**src/hdl/xyg_pkg.sv**
```systemverilog
// Package for the XY gesture recorder: payload structs, opcodes, modes,
// register indexes and the controller/datapath command types.
// No dependencies; every other file in hdl/ refers to it by scoped names.
package xyg_pkg;

  localparam int STORE_DEPTH = 4096;
  localparam int COORD_BITS  = 12;
  localparam int LEN_BITS    = $clog2(STORE_DEPTH + 1);
  localparam int ADDR_BITS   = 4;
  localparam int DATA_BITS   = 32;

  localparam logic [COORD_BITS-1:0] COORD_MAX = {COORD_BITS{1'b1}};

  // Request opcodes.
  localparam logic [2:0] OP_MOVE    = 3'd0;
  localparam logic [2:0] OP_PRESS   = 3'd1;
  localparam logic [2:0] OP_RELEASE = 3'd2;
  localparam logic [2:0] OP_CLOCK   = 3'd3;
  localparam logic [2:0] OP_RESET   = 3'd4;

  // Operating modes as reported on current_mode.
  localparam logic [1:0] MODE_PLAY  = 2'd0;
  localparam logic [1:0] MODE_REC   = 2'd1;
  localparam logic [1:0] MODE_PUNCH = 2'd2;

  // Configuration register indexes (byte address divided by four).
  localparam logic [1:0] REG_RETRIGGER = 2'd0;
  localparam logic [1:0] REG_PUNCH     = 2'd1;
  localparam logic [1:0] REG_CLOCK     = 2'd2;

  typedef struct packed {
    logic [2:0]            opcode;
    logic [COORD_BITS-1:0] x_position;
    logic [COORD_BITS-1:0] y_position;
  } req_t;

  typedef struct packed {
    logic [COORD_BITS-1:0] x_voltage;
    logic [COORD_BITS-1:0] y_voltage;
    logic [1:0]            current_mode;
    logic [LEN_BITS-1:0]   recorded_length;
    logic                  store_full;
  } rsp_t;

  typedef struct packed {
    logic [COORD_BITS-1:0] x;
    logic [COORD_BITS-1:0] y;
  } point_t;

  typedef struct packed {
    logic retrigger_loop;
    logic punch_enable;
    logic clock_connected;
  } cfg_t;

  typedef struct packed {
    logic accept;
    logic finish;
    logic load_out;
  } cmd_t;

  typedef struct packed {
    logic need_read;
  } stat_t;

  // Output drive: X passes straight, Y is flipped so that the top is full scale.
  function automatic point_t drive_point(point_t p);
    point_t d;
    d.x = p.x;
    d.y = COORD_MAX - p.y;
    return d;
  endfunction

endpackage

```
**src/hdl/xyg_regs.sv**
```systemverilog
// Configuration register bank behind the APB-style port.
// Depends on xyg_pkg for the register indexes and the cfg_t struct.
module xyg_regs (
  input  logic                          clk,
  input  logic                          rst,
  input  logic                          psel,
  input  logic                          penable,
  input  logic                          pwrite,
  input  logic [xyg_pkg::ADDR_BITS-1:0] paddr,
  input  logic [xyg_pkg::DATA_BITS-1:0] pwdata,
  output logic [xyg_pkg::DATA_BITS-1:0] prdata,
  output logic                          pready,
  output xyg_pkg::cfg_t                 cfg
);

  logic       wr_en;
  logic [1:0] reg_index;
  logic       rd_bit;

  assign pready    = 1'b1;
  assign reg_index = paddr[3:2];
  assign wr_en     = psel && penable && pwrite;

  always_ff @(posedge clk) begin
    if (rst) begin
      cfg.retrigger_loop  <= 1'b1;
      cfg.punch_enable    <= 1'b0;
      cfg.clock_connected <= 1'b1;
    end else if (wr_en) begin
      unique case (reg_index)
        xyg_pkg::REG_RETRIGGER: cfg.retrigger_loop  <= pwdata[0];
        xyg_pkg::REG_PUNCH:     cfg.punch_enable    <= pwdata[0];
        xyg_pkg::REG_CLOCK:     cfg.clock_connected <= pwdata[0];
        default: ;
      endcase
    end
  end

  always_comb begin
    unique case (reg_index)
      xyg_pkg::REG_RETRIGGER: rd_bit = cfg.retrigger_loop;
      xyg_pkg::REG_PUNCH:     rd_bit = cfg.punch_enable;
      xyg_pkg::REG_CLOCK:     rd_bit = cfg.clock_connected;
      default:                rd_bit = 1'b0;
    endcase
  end

  assign prdata = {{(xyg_pkg::DATA_BITS-1){1'b0}}, rd_bit};

endmodule

```
**config.mk**
```make
export PLATFORM = sky130hd
export DESIGN_NAME = xyg_regs
export DESIGN_NICKNAME = d
export VERILOG_FILES = /design/src/hdl/xyg_pkg.sv /design/src/hdl/xyg_regs.sv
export SDC_FILE = /design/constraint.sdc
export NUM_CORES = 1
export LEC_CHECK = 0
export ABC_AREA = 1
export BUFFER_PORTS_ARGS = -buffer_cell sky130_fd_sc_hd__clkbuf_2
export CORE_ASPECT_RATIO = 1.2
export CORE_MARGIN = 4
export CORE_UTILIZATION = 26
export DETAILED_ROUTE_END_ITERATION = 7
export GPL_ROUTABILITY_DRIVEN = 0
export PLACE_DENSITY_LB_ADDON = 0.3
export SETUP_SLACK_MARGIN = 0.5
export SLEW_MARGIN = 25
export SYNTH_ARGS = -nofsm -noshare
export SYNTH_HDL_FRONTEND = slang
export SYNTH_SLANG_ARGS = --single-unit
```
**constraint.sdc**
```tcl
create_clock -name clk -period 0.8 [get_ports clk]
set_clock_uncertainty 0.1 [all_clocks]
set_input_delay 0.04 -clock clk [delete_from_list [all_inputs] [get_ports clk]]
set_output_delay 0.04 -clock clk [all_outputs]
set_load 0.05 [all_outputs]
```
==> qor.yml <==
seq_area_frac_synth: 0.135
setup_viol: 4
min_period_over_period: 1.27
ys_types: 12
r2r_start: "cfg[1]"
nNetsFinal: 123
grt_pass1_vias: 246
area_growth_pct: 15.4
rr_worst_depth: 2
whs_endpoint: "cfg[2]"
cp_max_fo: 3
grt_pass1_wl_um: 938
r2r_end: "cfg[1]"
cts_made_buffers: 3
yosys_most_used_dff: "dfxtp_1"
start_util: 0.275
synth_area_sq_um: 445
reg_top3: "cfg (3)"
max_freq_mhz: 986
final_area_sq_um: 514
rsz0062_at_grt: "true"
drc_errors: 0
post-place-ws_ns: -0.0680
cp.arrival_ns: 0.87
whs_ns: -0.0619
overflow: 0
tns_ns: -0.645
cts_root_buffer: "clkbuf_4"
report.final.slew_viol_count: 0
synth_edf_count: 0
yosysMostFrequentCell: "buf_4"
vias_per_cell: 3.27
hold_class: "in -> reg"
ys_warn_count: 0
fp.coreArea_sq_um: 1620
ir_drop_mv: 0.577
clock_latency_ns: 0.24
htree_levels: 1
synth_area_per_cell_sq_um: 6.96
vias: 324
rows: 16
placed_area_sq_um: 422
power_uw: 882
failed_checks: "hold timing, setup timing"
regMostFlops: "cfg"
async_reset_ff_frac: 0
r2r_slack_ns: 0.12
layout_setup_ws_ns: -0.214
power.leakage_nw: 0.313
crit_slowest_cell: "dfxtp_4"
synth_area_leaders: "buf_4 56%, dfxtp_1 13%, nand3_1 6.7%"
min_path_cells: 3
end_kind: "primary output"
yosysTopAreaCellShare: 0.556
die_x_um: 45.8
io-pin-count: 77
post-route-min-period_ns: 1.01
syn-instance-count: 64
clockBufferDepth: 2
io_buffer_count: 11
wire_per_inst_um: 7.16
worstSetupPathType: "reg -> out"
p_per_area_nw_per_um2: 1720
place_hpwl_um: 633
post-synth-top-area-cell: "buf_4"
clk_pin_slew_ns: 0.04
finalHoldViolCount: 3
cp_cell_sequence: "nand2_1, nand3_2, buf_8"
largest_reg_flops: 3
cp_slowest_stage_delay_ns: 0.34
synthTopCellsByCount: "33 x buf_4, 8 x nand2_1, 6 x nand3_1"
min_from: "rst"
critPathRequiredTime_ns: 0.66
ant_nets: 0
final_core_util: 0.317
cap_violations: 0
cts_tree: "yes"
ys_ff_latch: 3
insertedDiodeCount: 0
fp.dieArea_sq_um: 2440
drive_above_1_share: 0.370
wl_um: 709
cp-start-kind: "register"
cts.sinks: 3
status: "finished, violations left"
dr.pass1.iters: 4
grt_util_all_layers: 0.0591
die_h_um: 53.3
grt_max_degree: 7
drtIter0Drc: 5
antenna_found_initial: 0
## final cells by class
type                            count  area [sq um]
Clock buffer                        4          26.3
Fill cell                         188          1110
Inverter                            5          18.8
Multi-Input combinational cell     53           243
Sequential cell                     3          71.3
Tap cell                           18          22.5
Timing Repair Buffer               16           133
## placed cells by master (no fill, tap or decap)
| master | n |
|---|---|
| a21oi_2 | 1 |
| buf_4 | 4 |
| buf_6 | 2 |
| buf_8 | 3 |
| clkbuf_1 | 1 |
| clkbuf_2 | 7 |
| clkbuf_4 | 3 |
| conb_1 | 32 |
| dfxtp_4 | 3 |
| inv_1 | 4 |
| inv_2 | 1 |
| nand2_1 | 7 |
| nand2_2 | 2 |
| nand3_1 | 5 |
| nand3_2 | 1 |
| nor2_1 | 2 |
| nor2_2 | 2 |
| nor2_8 | 1 |
## critical path, delay by kind of cell, from the launching register on
| family | cells | cell delay [ns] |
|---|---|---|
| buf+inv | 1 | 0.15 |
| flops | 1 | 0.34 |
| simple gates | 2 | 0.14 |
## repair_timing
action / 4_1_cts / 5_1_grt
endpoints found under the setup margin: 7 / 7
hold endpoints to repair: 3 / 3
resized for setup: 9 / 7
setup buffers: 1 / 1
pin swaps: 1 / 2
## kinds of logic after synthesis
group / count (synthesis) / share of synthesized area
AOI/OAI and AO/OA: 1 / 0.0112
DFF: 3 / 0.135
buffers and inverters: 38 / 0.598
other: 2 / 0.0169
and+or+nand+nor: 20 / 0.239
## routing by layer
layer / wire length (um) / up-vias / global-route usage
met1: 194 / 136 / 0.0437
met2: 361 / 26 / 0.0930
li1: - / 162 / -
met3: 153 / 0 / 0.0544
met4: 0 / 0 / 0.0427
met5: 0 / - / 0
## power by group
group / internal (mW) / total, mW / switching, mW
clock: 0.187 / 0.267 / 0.0804
sequential: 0.146 / 0.149 / 0.00313
combinational: 0.0611 / 0.466 / 0.405
total: 0.394 / 0.882 / 0.488
## worst max path at each step
stage | from | end | slack (ns) | cells after the start
CTS | cfg[2] | prdata[0] | -0.24 | 3
detailed placement | cfg[1] | prdata[0] | -0.07 | 3
global placement | cfg[0] | prdata[0] | -0.06 | 3
floorplan | cfg[1] | prdata[0] | -0.07 | 3
global route | cfg[0] | prdata[0] | -0.27 | 3
finish | cfg[1] | prdata[0] | -0.21 | 3
## metrics by stage
stage | hold slack [ns] | std cells
after detailed placement | 0.188 | 93
after CTS | -0.0655 | 98
after global routing | -0.0640 | 99
after global placement | 0.180 | 93
final | -0.0619 | 99
after floorplan | 0.0704 | 94
Power figures use the tool's default switching activity.
