<file path="config.mk">
export PLATFORM = sky130hd
export DESIGN_NAME = xyg_ctrl
export DESIGN_NICKNAME = d
export VERILOG_FILES = /design/src/hdl/xyg_pkg.sv /design/src/hdl/xyg_ctrl.sv
export SDC_FILE = /design/constraint.sdc
export NUM_CORES = 1
export LEC_CHECK = 0
export BUFFER_PORTS_ARGS = -buffer_cell sky130_fd_sc_hd__buf_2
export CAP_MARGIN = 20
export CORE_AREA = 2 2 39 41
export CTS_BUF_LIST = sky130_fd_sc_hd__clkbuf_8
export DETAILED_ROUTE_END_ITERATION = 8
export DIE_AREA = 0 0 41 43
export HOLD_SLACK_MARGIN = 0.03
export PLACE_DENSITY = 0.37
export RECOVER_POWER = 100
export SLEW_MARGIN = 20
export SYNTH_ARGS = -nofsm -noshare
export SYNTH_HDL_FRONTEND = slang
export SYNTH_SLANG_ARGS = --single-unit
</file>
<file path="constraint.sdc">
create_clock -name clk -period 1.1 [get_ports clk]
set_input_delay 0.165 -clock clk [delete_from_list [all_inputs] [get_ports clk]]
set_output_delay 0.165 -clock clk [all_outputs]
set_load 0.005 [all_outputs]
</file>
<file path="src/hdl/xyg_pkg.sv">
// Package for the XY gesture recorder: payload structs, opcodes, modes,
// register indexes and the controller/datapath command types.
// No dependencies; every other file in hdl/ refers to it by scoped names.
package xyg_pkg;

  localparam int STORE_DEPTH = 4096;
  localparam int COORD_BITS  = 12;
  localparam int LEN_BITS    = $clog2(STORE_DEPTH + 1);
  localparam int ADDR_BITS   = 4;
  localparam int DATA_BITS   = 32;

  localparam logic [COORD_BITS-1:0] COORD_MAX = {COORD_BITS{1'b1}};

  // Request opcodes.
  localparam logic [2:0] OP_MOVE    = 3'd0;
  localparam logic [2:0] OP_PRESS   = 3'd1;
  localparam logic [2:0] OP_RELEASE = 3'd2;
  localparam logic [2:0] OP_CLOCK   = 3'd3;
  localparam logic [2:0] OP_RESET   = 3'd4;

  // Operating modes as reported on current_mode.
  localparam logic [1:0] MODE_PLAY  = 2'd0;
  localparam logic [1:0] MODE_REC   = 2'd1;
  localparam logic [1:0] MODE_PUNCH = 2'd2;

  // Configuration register indexes (byte address divided by four).
  localparam logic [1:0] REG_RETRIGGER = 2'd0;
  localparam logic [1:0] REG_PUNCH     = 2'd1;
  localparam logic [1:0] REG_CLOCK     = 2'd2;

  typedef struct packed {
    logic [2:0]            opcode;
    logic [COORD_BITS-1:0] x_position;
    logic [COORD_BITS-1:0] y_position;
  } req_t;

  typedef struct packed {
    logic [COORD_BITS-1:0] x_voltage;
    logic [COORD_BITS-1:0] y_voltage;
    logic [1:0]            current_mode;
    logic [LEN_BITS-1:0]   recorded_length;
    logic                  store_full;
  } rsp_t;

  typedef struct packed {
    logic [COORD_BITS-1:0] x;
    logic [COORD_BITS-1:0] y;
  } point_t;

  typedef struct packed {
    logic retrigger_loop;
    logic punch_enable;
    logic clock_connected;
  } cfg_t;

  typedef struct packed {
    logic accept;
    logic finish;
    logic load_out;
  } cmd_t;

  typedef struct packed {
    logic need_read;
  } stat_t;

  // Output drive: X passes straight, Y is flipped so that the top is full scale.
  function automatic point_t drive_point(point_t p);
    point_t d;
    d.x = p.x;
    d.y = COORD_MAX - p.y;
    return d;
  endfunction

endpackage

</file>
<file path="src/hdl/xyg_ctrl.sv">
// Controller for the gesture recorder: request/response handshake and the
// wait state for a point memory read. Depends on xyg_pkg (cmd_t, stat_t).
module xyg_ctrl (
  input  logic           clk,
  input  logic           rst,
  input  logic           req_valid,
  output logic           req_ready,
  output logic           rsp_valid,
  input  logic           rsp_ready,
  input  xyg_pkg::stat_t stat,
  output xyg_pkg::cmd_t  cmd
);

  typedef enum logic [1:0] {
    ST_IDLE = 2'b01,
    ST_READ = 2'b10
  } state_t;

  state_t state;
  state_t state_next;
  logic   ready_int;

  always_comb begin
    state_next = state;
    ready_int  = 1'b0;
    cmd        = '0;
    unique case (state)
      ST_IDLE: begin
        // The response register may be refilled in the cycle it is emptied.
        ready_int  = !rsp_valid || rsp_ready;
        cmd.accept = req_valid && ready_int;
        if (cmd.accept) begin
          if (stat.need_read) begin
            state_next = ST_READ;
          end else begin
            cmd.load_out = 1'b1;
          end
        end
      end
      ST_READ: begin
        cmd.finish   = 1'b1;
        cmd.load_out = 1'b1;
        state_next   = ST_IDLE;
      end
      default: begin
        state_next = ST_IDLE;
      end
    endcase
  end

  assign req_ready = ready_int;

  always_ff @(posedge clk) begin
    if (rst) begin
      state     <= ST_IDLE;
      rsp_valid <= 1'b0;
    end else begin
      state <= state_next;
      if (cmd.load_out) begin
        rsp_valid <= 1'b1;
      end else if (rsp_ready) begin
        rsp_valid <= 1'b0;
      end
    end
  end

endmodule

</file>
==> results of run 1 <==
[area by class of cell]
class / instances / area [sq um]
clock buffers: 3 / 41.3
clock inverters: 1 / 3.75
fillers: 158 / 1060
inverters: 2 / 7.51
multi-input cells: 15 / 133
flip-flops and latches: 3 / 62.6
well taps: 16 / 20.0
repair buffers: 11 / 58.8
[flip-flops by register name (all words and copies together), names as in the netlist]
name       cells
rsp_valid      1
state          2
[power groups by stage]
stage / Clock, mW / Sequential, mW / Combinational, mW
3_3_place_gp: 0 / 0.126 / 0.0831
6_report: 0.300 / 0.129 / 0.100
3_5_place_dp: 0 / 0.127 / 0.0839
5_1_grt: 0.327 / 0.130 / 0.114
4_1_cts: 0.312 / 0.129 / 0.102
2_1_floorplan: 0 / 0.126 / 0.0479
[worst max path at each step]
stage / slack, ps / to / from / depth (start not counted)
6_report: -210 / cmd[0] / state[0] / 5
5_1_grt: -280 / cmd[0] / state[0] / 6
4_1_cts: -230 / cmd[0] / state[0] / 6
3_3_place_gp: -130 / cmd[0] / state[0] / 6
3_5_place_dp: -140 / cmd[0] / state[0] / 6
2_1_floorplan: 10 / cmd[0] / state[0] / 5
[layer usage]
metal / up-vias / track usage / wire length [um]
met5: - / 0 / 0
met4: 0 / 0.0200 / 0
met3: 0 / 0.0785 / 80
met2: 10 / 0.0813 / 168
met1: 91 / 0.0671 / 198
li1: 99 / - / -
[layout by cell type, fill, tap and decap left out]
cell type,n
a31oi_1,1
and2_1,1
nor2_4,1
ha_1,1
inv_1,2
dfxtp_1,1
nand4_1,1
nor2b_1,1
nand2_1,1
buf_4,2
ha_4,1
nand2b_4,1
clkbuf_1,1
nand3_1,1
dfxtp_2,2
and3_4,1
o21a_1,1
o21ai_1,1
inv_2,1
and3_1,1
buf_2,8
clkbuf_8,3
nand2b_1,1
[worst max-delay path: stages (launching register included)]
cell and delay (ps):
dfxtp_2 330, inv_2 50, ha_4 270, nand2b_1 120
nand2_1 50, buf_2 120
[what timing repair did]
| item | CTS | global route |
|---|---|---|
| pin swaps | 4 | 2 |
| resized for setup | 6 | 0 |
| setup buffers | 1 | 0 |
| endpoints found under the hold margin | 0 | 0 |
| endpoints found under the setup margin | 5 | 3 |
[stage by stage]
stage	power [mW]	instance area [sq um]	TNS (ps)	util	hold WS, ps
after floorplan	0.174	180	0	-	234
after global placement	0.209	253	-167	0.183	353
after detailed placement	0.211	253	-182	0.183	350
after CTS	0.544	328	-580	0.237	127
after global routing	0.572	327	-747	0.236	131
final	0.529	327	-540	0.236	136
[cell families after synthesis]
logic type | after synthesis
and+or+nand+nor | 10
AOI/OAI and AO/OA | 3
DFF | 3
buffers and inverters | 2
adders and majority gates | 2
==> results.toml, run 1 <==
[power_and_ir_drop]
ir_drop_uv = 661
power_density_nw_per_um2 = 1620
p_sw_frac = 0.218
p_int_uw = 414
power.share.clock = 0.567
comb_power_share = 0.190
p_leak_nw = 0.158
p_switching_uw = 115
pwr-share-seq = 0.244

[synthesis]
synthArstFlopShare = 0
synth_seq_cells = 3
yosys.area.top_type_share = 0.333
synth_simple_gate_area_frac = 0.382
synth_top_family_by_area = "simple AND/OR/NAND/NOR gates"
synth_adder_area_share = 0.139
synth.most_common_cell = "dfxtp_1"
seq_area_frac_synth = 0.333
synth_mux_area_frac = 0
yosysTopAreaCell = "dfxtp_1"
synth_top_cells_by_area = "dfxtp_1 33%, ha_1 14%, nand2b_4 7.6%, and3_4 6.3%, inv_1 4.2%"
synth_common_cells = "3 x dfxtp_1, 2 x ha_1, 2 x inv_1"
avgSynthCellArea_sq_um = 9.01
mappedNetlistArea_sq_um = 180
yosysWarnings = 0
synthFlopType = "dfxtp_1"
synth-compound-area-share = 0.104
synth_edf_count = 0
synth_cells = 20
synthDistinctLibCells = 16
synth_xor_area_frac = 0
synth_fp_nets = 27

[setup_path]
cp.required_ps = 940
cp_max_fo = 2
rr_worst_depth = 5
reg2reg_from = "state[0]"
cp.arrival_ps = 1150
start_kind = "flop"
path_class = "flop to primary output"
cp-end-kind = "primary output"
r2r_slack_ps = 110
worstReg2RegEnd = "rsp_valid"

[sta]
fin_crit_ps = 1310
worst_slew_pin_slew_ps = 154
fin_skew_ps = 1.93
maxSlewHeadroom = 0.897
fin_crit_sh = 1.19
setup_slack_ps = -211
clock.fmax_mhz = 763
rsz0062_at_grt = "true"
setup_violations = 3
hold_viol = 0
final_max_slew_viol_count = 0

[routing]
wl_per_cell_um = 8.75
ant_nets = 0
num_vias = 200
drt-initial-drc-count = 0
routed_wl_um = 446
via_per_inst = 3.92
detail_route.drc_violations = 0
dr.pass1.iters = 1

[grt]
antenna_found_initial = 0
grt_max_degree = 6
first_global_vias = 185
globalRouteOverflowTotal = 0
grt_usage = 0.0651
grt_first_pass_wirelength_um = 696

[die]
die_area_sq_um = 1760
num_rows = 14
core_sq_um = 1380
die_h_um = 43
die_w_um = 41
ios = 10
start_util = 0.130

[clock_network]
cts_buffers = 3
clkTransAtPathRegs_ps = 30
cts_max_path_buffers = 2
insertion_delay_ps = 210
cts_root_buffer = "clkbuf_8"
h-tree-depth = 1
cts_hold_buf = 0
cts_tree = "yes"
cts_num_sinks = 3

[placed_design]
dp_hpwl_um = 353
io_buffer_count = 9
routabilityCongestion = 0.562
pre_cts_ws_ps = -144
placedCellCount = 46

[hold_path]
hold_end = "rsp_valid"
holdPathStages = 2
hold_path.class = "input port to flop"
min_from = "rst"

[flow_run]
drv_cap = 0

[run_status]
failed_checks = "setup timing"
outcome = "complete, but fails checks"

[final_layout]
drive_gt1_frac = 0.571
n_antenna_cell = 0
syn_to_final_growth_pct = 81.2
finish.net_count = 43
fin_cells = 51
(Power assumes the default switching activity.)
==> inputs of run 2 (changes only) <==
- BUFFER_PORTS_ARGS: -buffer_cell sky130_fd_sc_hd__buf_2 -> unset
- DONT_BUFFER_PORTS: unset -> 1
- PLACE_DENSITY: 0.37 -> 0.31
- SLEW_MARGIN: 20 -> 5
==> run 2 against run 1 <==
  * The run still ends with setup timing left
  * Largest cell class unchanged
  * Combinational power down 13%
  * Global-route usage decreased by 0.39 points
  * Critical path depth fell by 1
==> results.toml, run 2 (synthesized netlist as in run 1, its figures left out) <==
[sta]
final_max_slew_viol_count = 0
worst_slew_pin_slew_ps = 169
setup_slack_ps = -122
hold_viol = 0
setup_violations = 3
fin_crit_ps = 1220
rsz0062_at_grt = "true"
clock.fmax_mhz = 818
fin_crit_sh = 1.11
maxSlewHeadroom = 0.887
hold_slack_ps = 84.7
fin_skew_ps = 3.22

[die]
start_util = 0.130
die_w_um = 41
num_rows = 14
die_h_um = 43
die_area_sq_um = 1760
core_sq_um = 1380
ios = 10

[clock_network]
cts_tree = "yes"
cts_root_buffer = "clkbuf_8"
cts_max_path_buffers = 2
h-tree-depth = 1
clkTransAtPathRegs_ps = 30
insertion_delay_ps = 220
postCtsSetupRepairBufs = 0
cts_num_sinks = 3
cts_buffers = 3

[placed_design]
placedCellCount = 37
routabilityCongestion = 0.731
dp_hpwl_um = 311
pre_cts_ws_ps = -38.7
io_buffer_count = 0
placed_area_sq_um = 208

[routing]
wl_per_cell_um = 9.64
detail_route.drc_violations = 0
via_per_inst = 3.74
dr.pass1.iters = 1
num_vias = 157
drt-initial-drc-count = 0
top_layer = "met4"
drt-met1-wl_um = 141
routed_wl_um = 405
wl_met2_um = 207
wl_met3_um = 40
ant_nets = 0

[final_layout]
syn_to_final_growth_pct = 68.1
final_common_cell = "clkbuf_8"
fillers = 156
regArea_sq_um = 62.6
fin_cells = 42
multi_input_area_sq_um = 150
drive_gt1_frac = 0.538
regMostFlops = "state"
largest_reg_flops = 2
finish.net_count = 34
n_antenna_cell = 0
mostFrequentLayoutCells = "3 x clkbuf_8, 2 x inv_2, 2 x and3_4, 2 x ha_4, 2 x dfxtp_2"
largestRegisters = "state x2, rsp_valid x1"
fin_area_sq_um = 303

[grt]
first_global_vias = 169
globalRouteOverflowTotal = 0
grt_first_pass_wirelength_um = 662
antenna_found_initial = 0
grt_max_degree = 6
grt_usage = 0.0612

[setup_path]
start_kind = "flop"
cp.arrival_ps = 1060
cp_slowest_cell = "dfxtp_2"
path_class = "flop to primary output"
cp_max_fo = 2
slowest_delay_ps = 320
critical_path.cell_chain = "inv_2 -> ha_4 -> nand2b_1 -> nand2_1"
cpLargestDelayFamily = "flip-flops"
cp.required_ps = 940
crit_buf_inv = 1
cp-end-kind = "primary output"

[power_and_ir_drop]
ir_drop_uv = 564
power.share.clock = 0.593
p_sw_frac = 0.231
power_uw = 531
power_density_nw_per_um2 = 1750
pwr-share-seq = 0.243
comb_power_share = 0.164
p_int_uw = 408
p_switching_uw = 123
p_leak_nw = 0.121

[hold_path]
hold_path.class = "input port to flop"

[flow_run]
drv_cap = 0

[run_status]
failed_checks = "setup timing"
outcome = "complete, but fails checks"
run 2: cell types whose count changed in the layout (fill, tap and decap cells not counted), sizes merged:
| cell | change |
|---|---|
| buf | -9 |
| clkbuf | -1 |
| dlygate4sd3 | +1 |
run 2: final cells by class:
type,instances,share of cell area
well taps,16,0.0661
clock buffers,3,0.136
clock inverters,1,0.0124
inverters,2,0.0248
flip-flops and latches,3,0.207
multi-input cells,15,0.496
repair buffers,2,0.0579
run 2: worst paths after layout:
path	startpoint	to	slack, ps	cells after the start
setup / recovery	state[0]	cmd[0]	-120	4
hold / removal	rst	state[0]	80	2
setup reg to reg	state[0]	rsp_valid	140	4
hold reg to reg	state[0]	state[0]	490	2
run 2: what timing repair did:
action	in CTS	in global routing
hold buffers	1	0
endpoints found under the hold margin	1	0
setup endpoints to repair	4	3
pin swaps	6	3
resized for setup	9	1
run 2: power by group through the flow:
stage | clock, mW | combinational (mW) | sequential, mW
after CTS | 0.324 | 0.0881 | 0.129
after global placement | 0 | 0.0601 | 0.127
after floorplan | 0 | 0.0479 | 0.126
after global routing | 0.332 | 0.0976 | 0.131
final | 0.315 | 0.0870 | 0.129
after detailed placement | 0 | 0.0602 | 0.127
run 2: metal layers:
layer  track usage  vias up
met5             0        -
met4        0.0800        0
met3        0.0262        2
met2        0.0781        5
met1        0.0609       69
li1              -       81
run 2: stage by stage:
step | util | setup TNS [ps]
after global placement | 0.150 | -65.0
after CTS | 0.219 | -213
after floorplan | - | 0
after detailed placement | 0.150 | -38.7
after global routing | 0.219 | -295
final | 0.219 | -180
run 2: worst register-to-register path: stages (launching register included):
cell	delay, ps
dfxtp_2	320
inv_2	50
ha_4	220
nand2b_1	160
a31oi_1	150
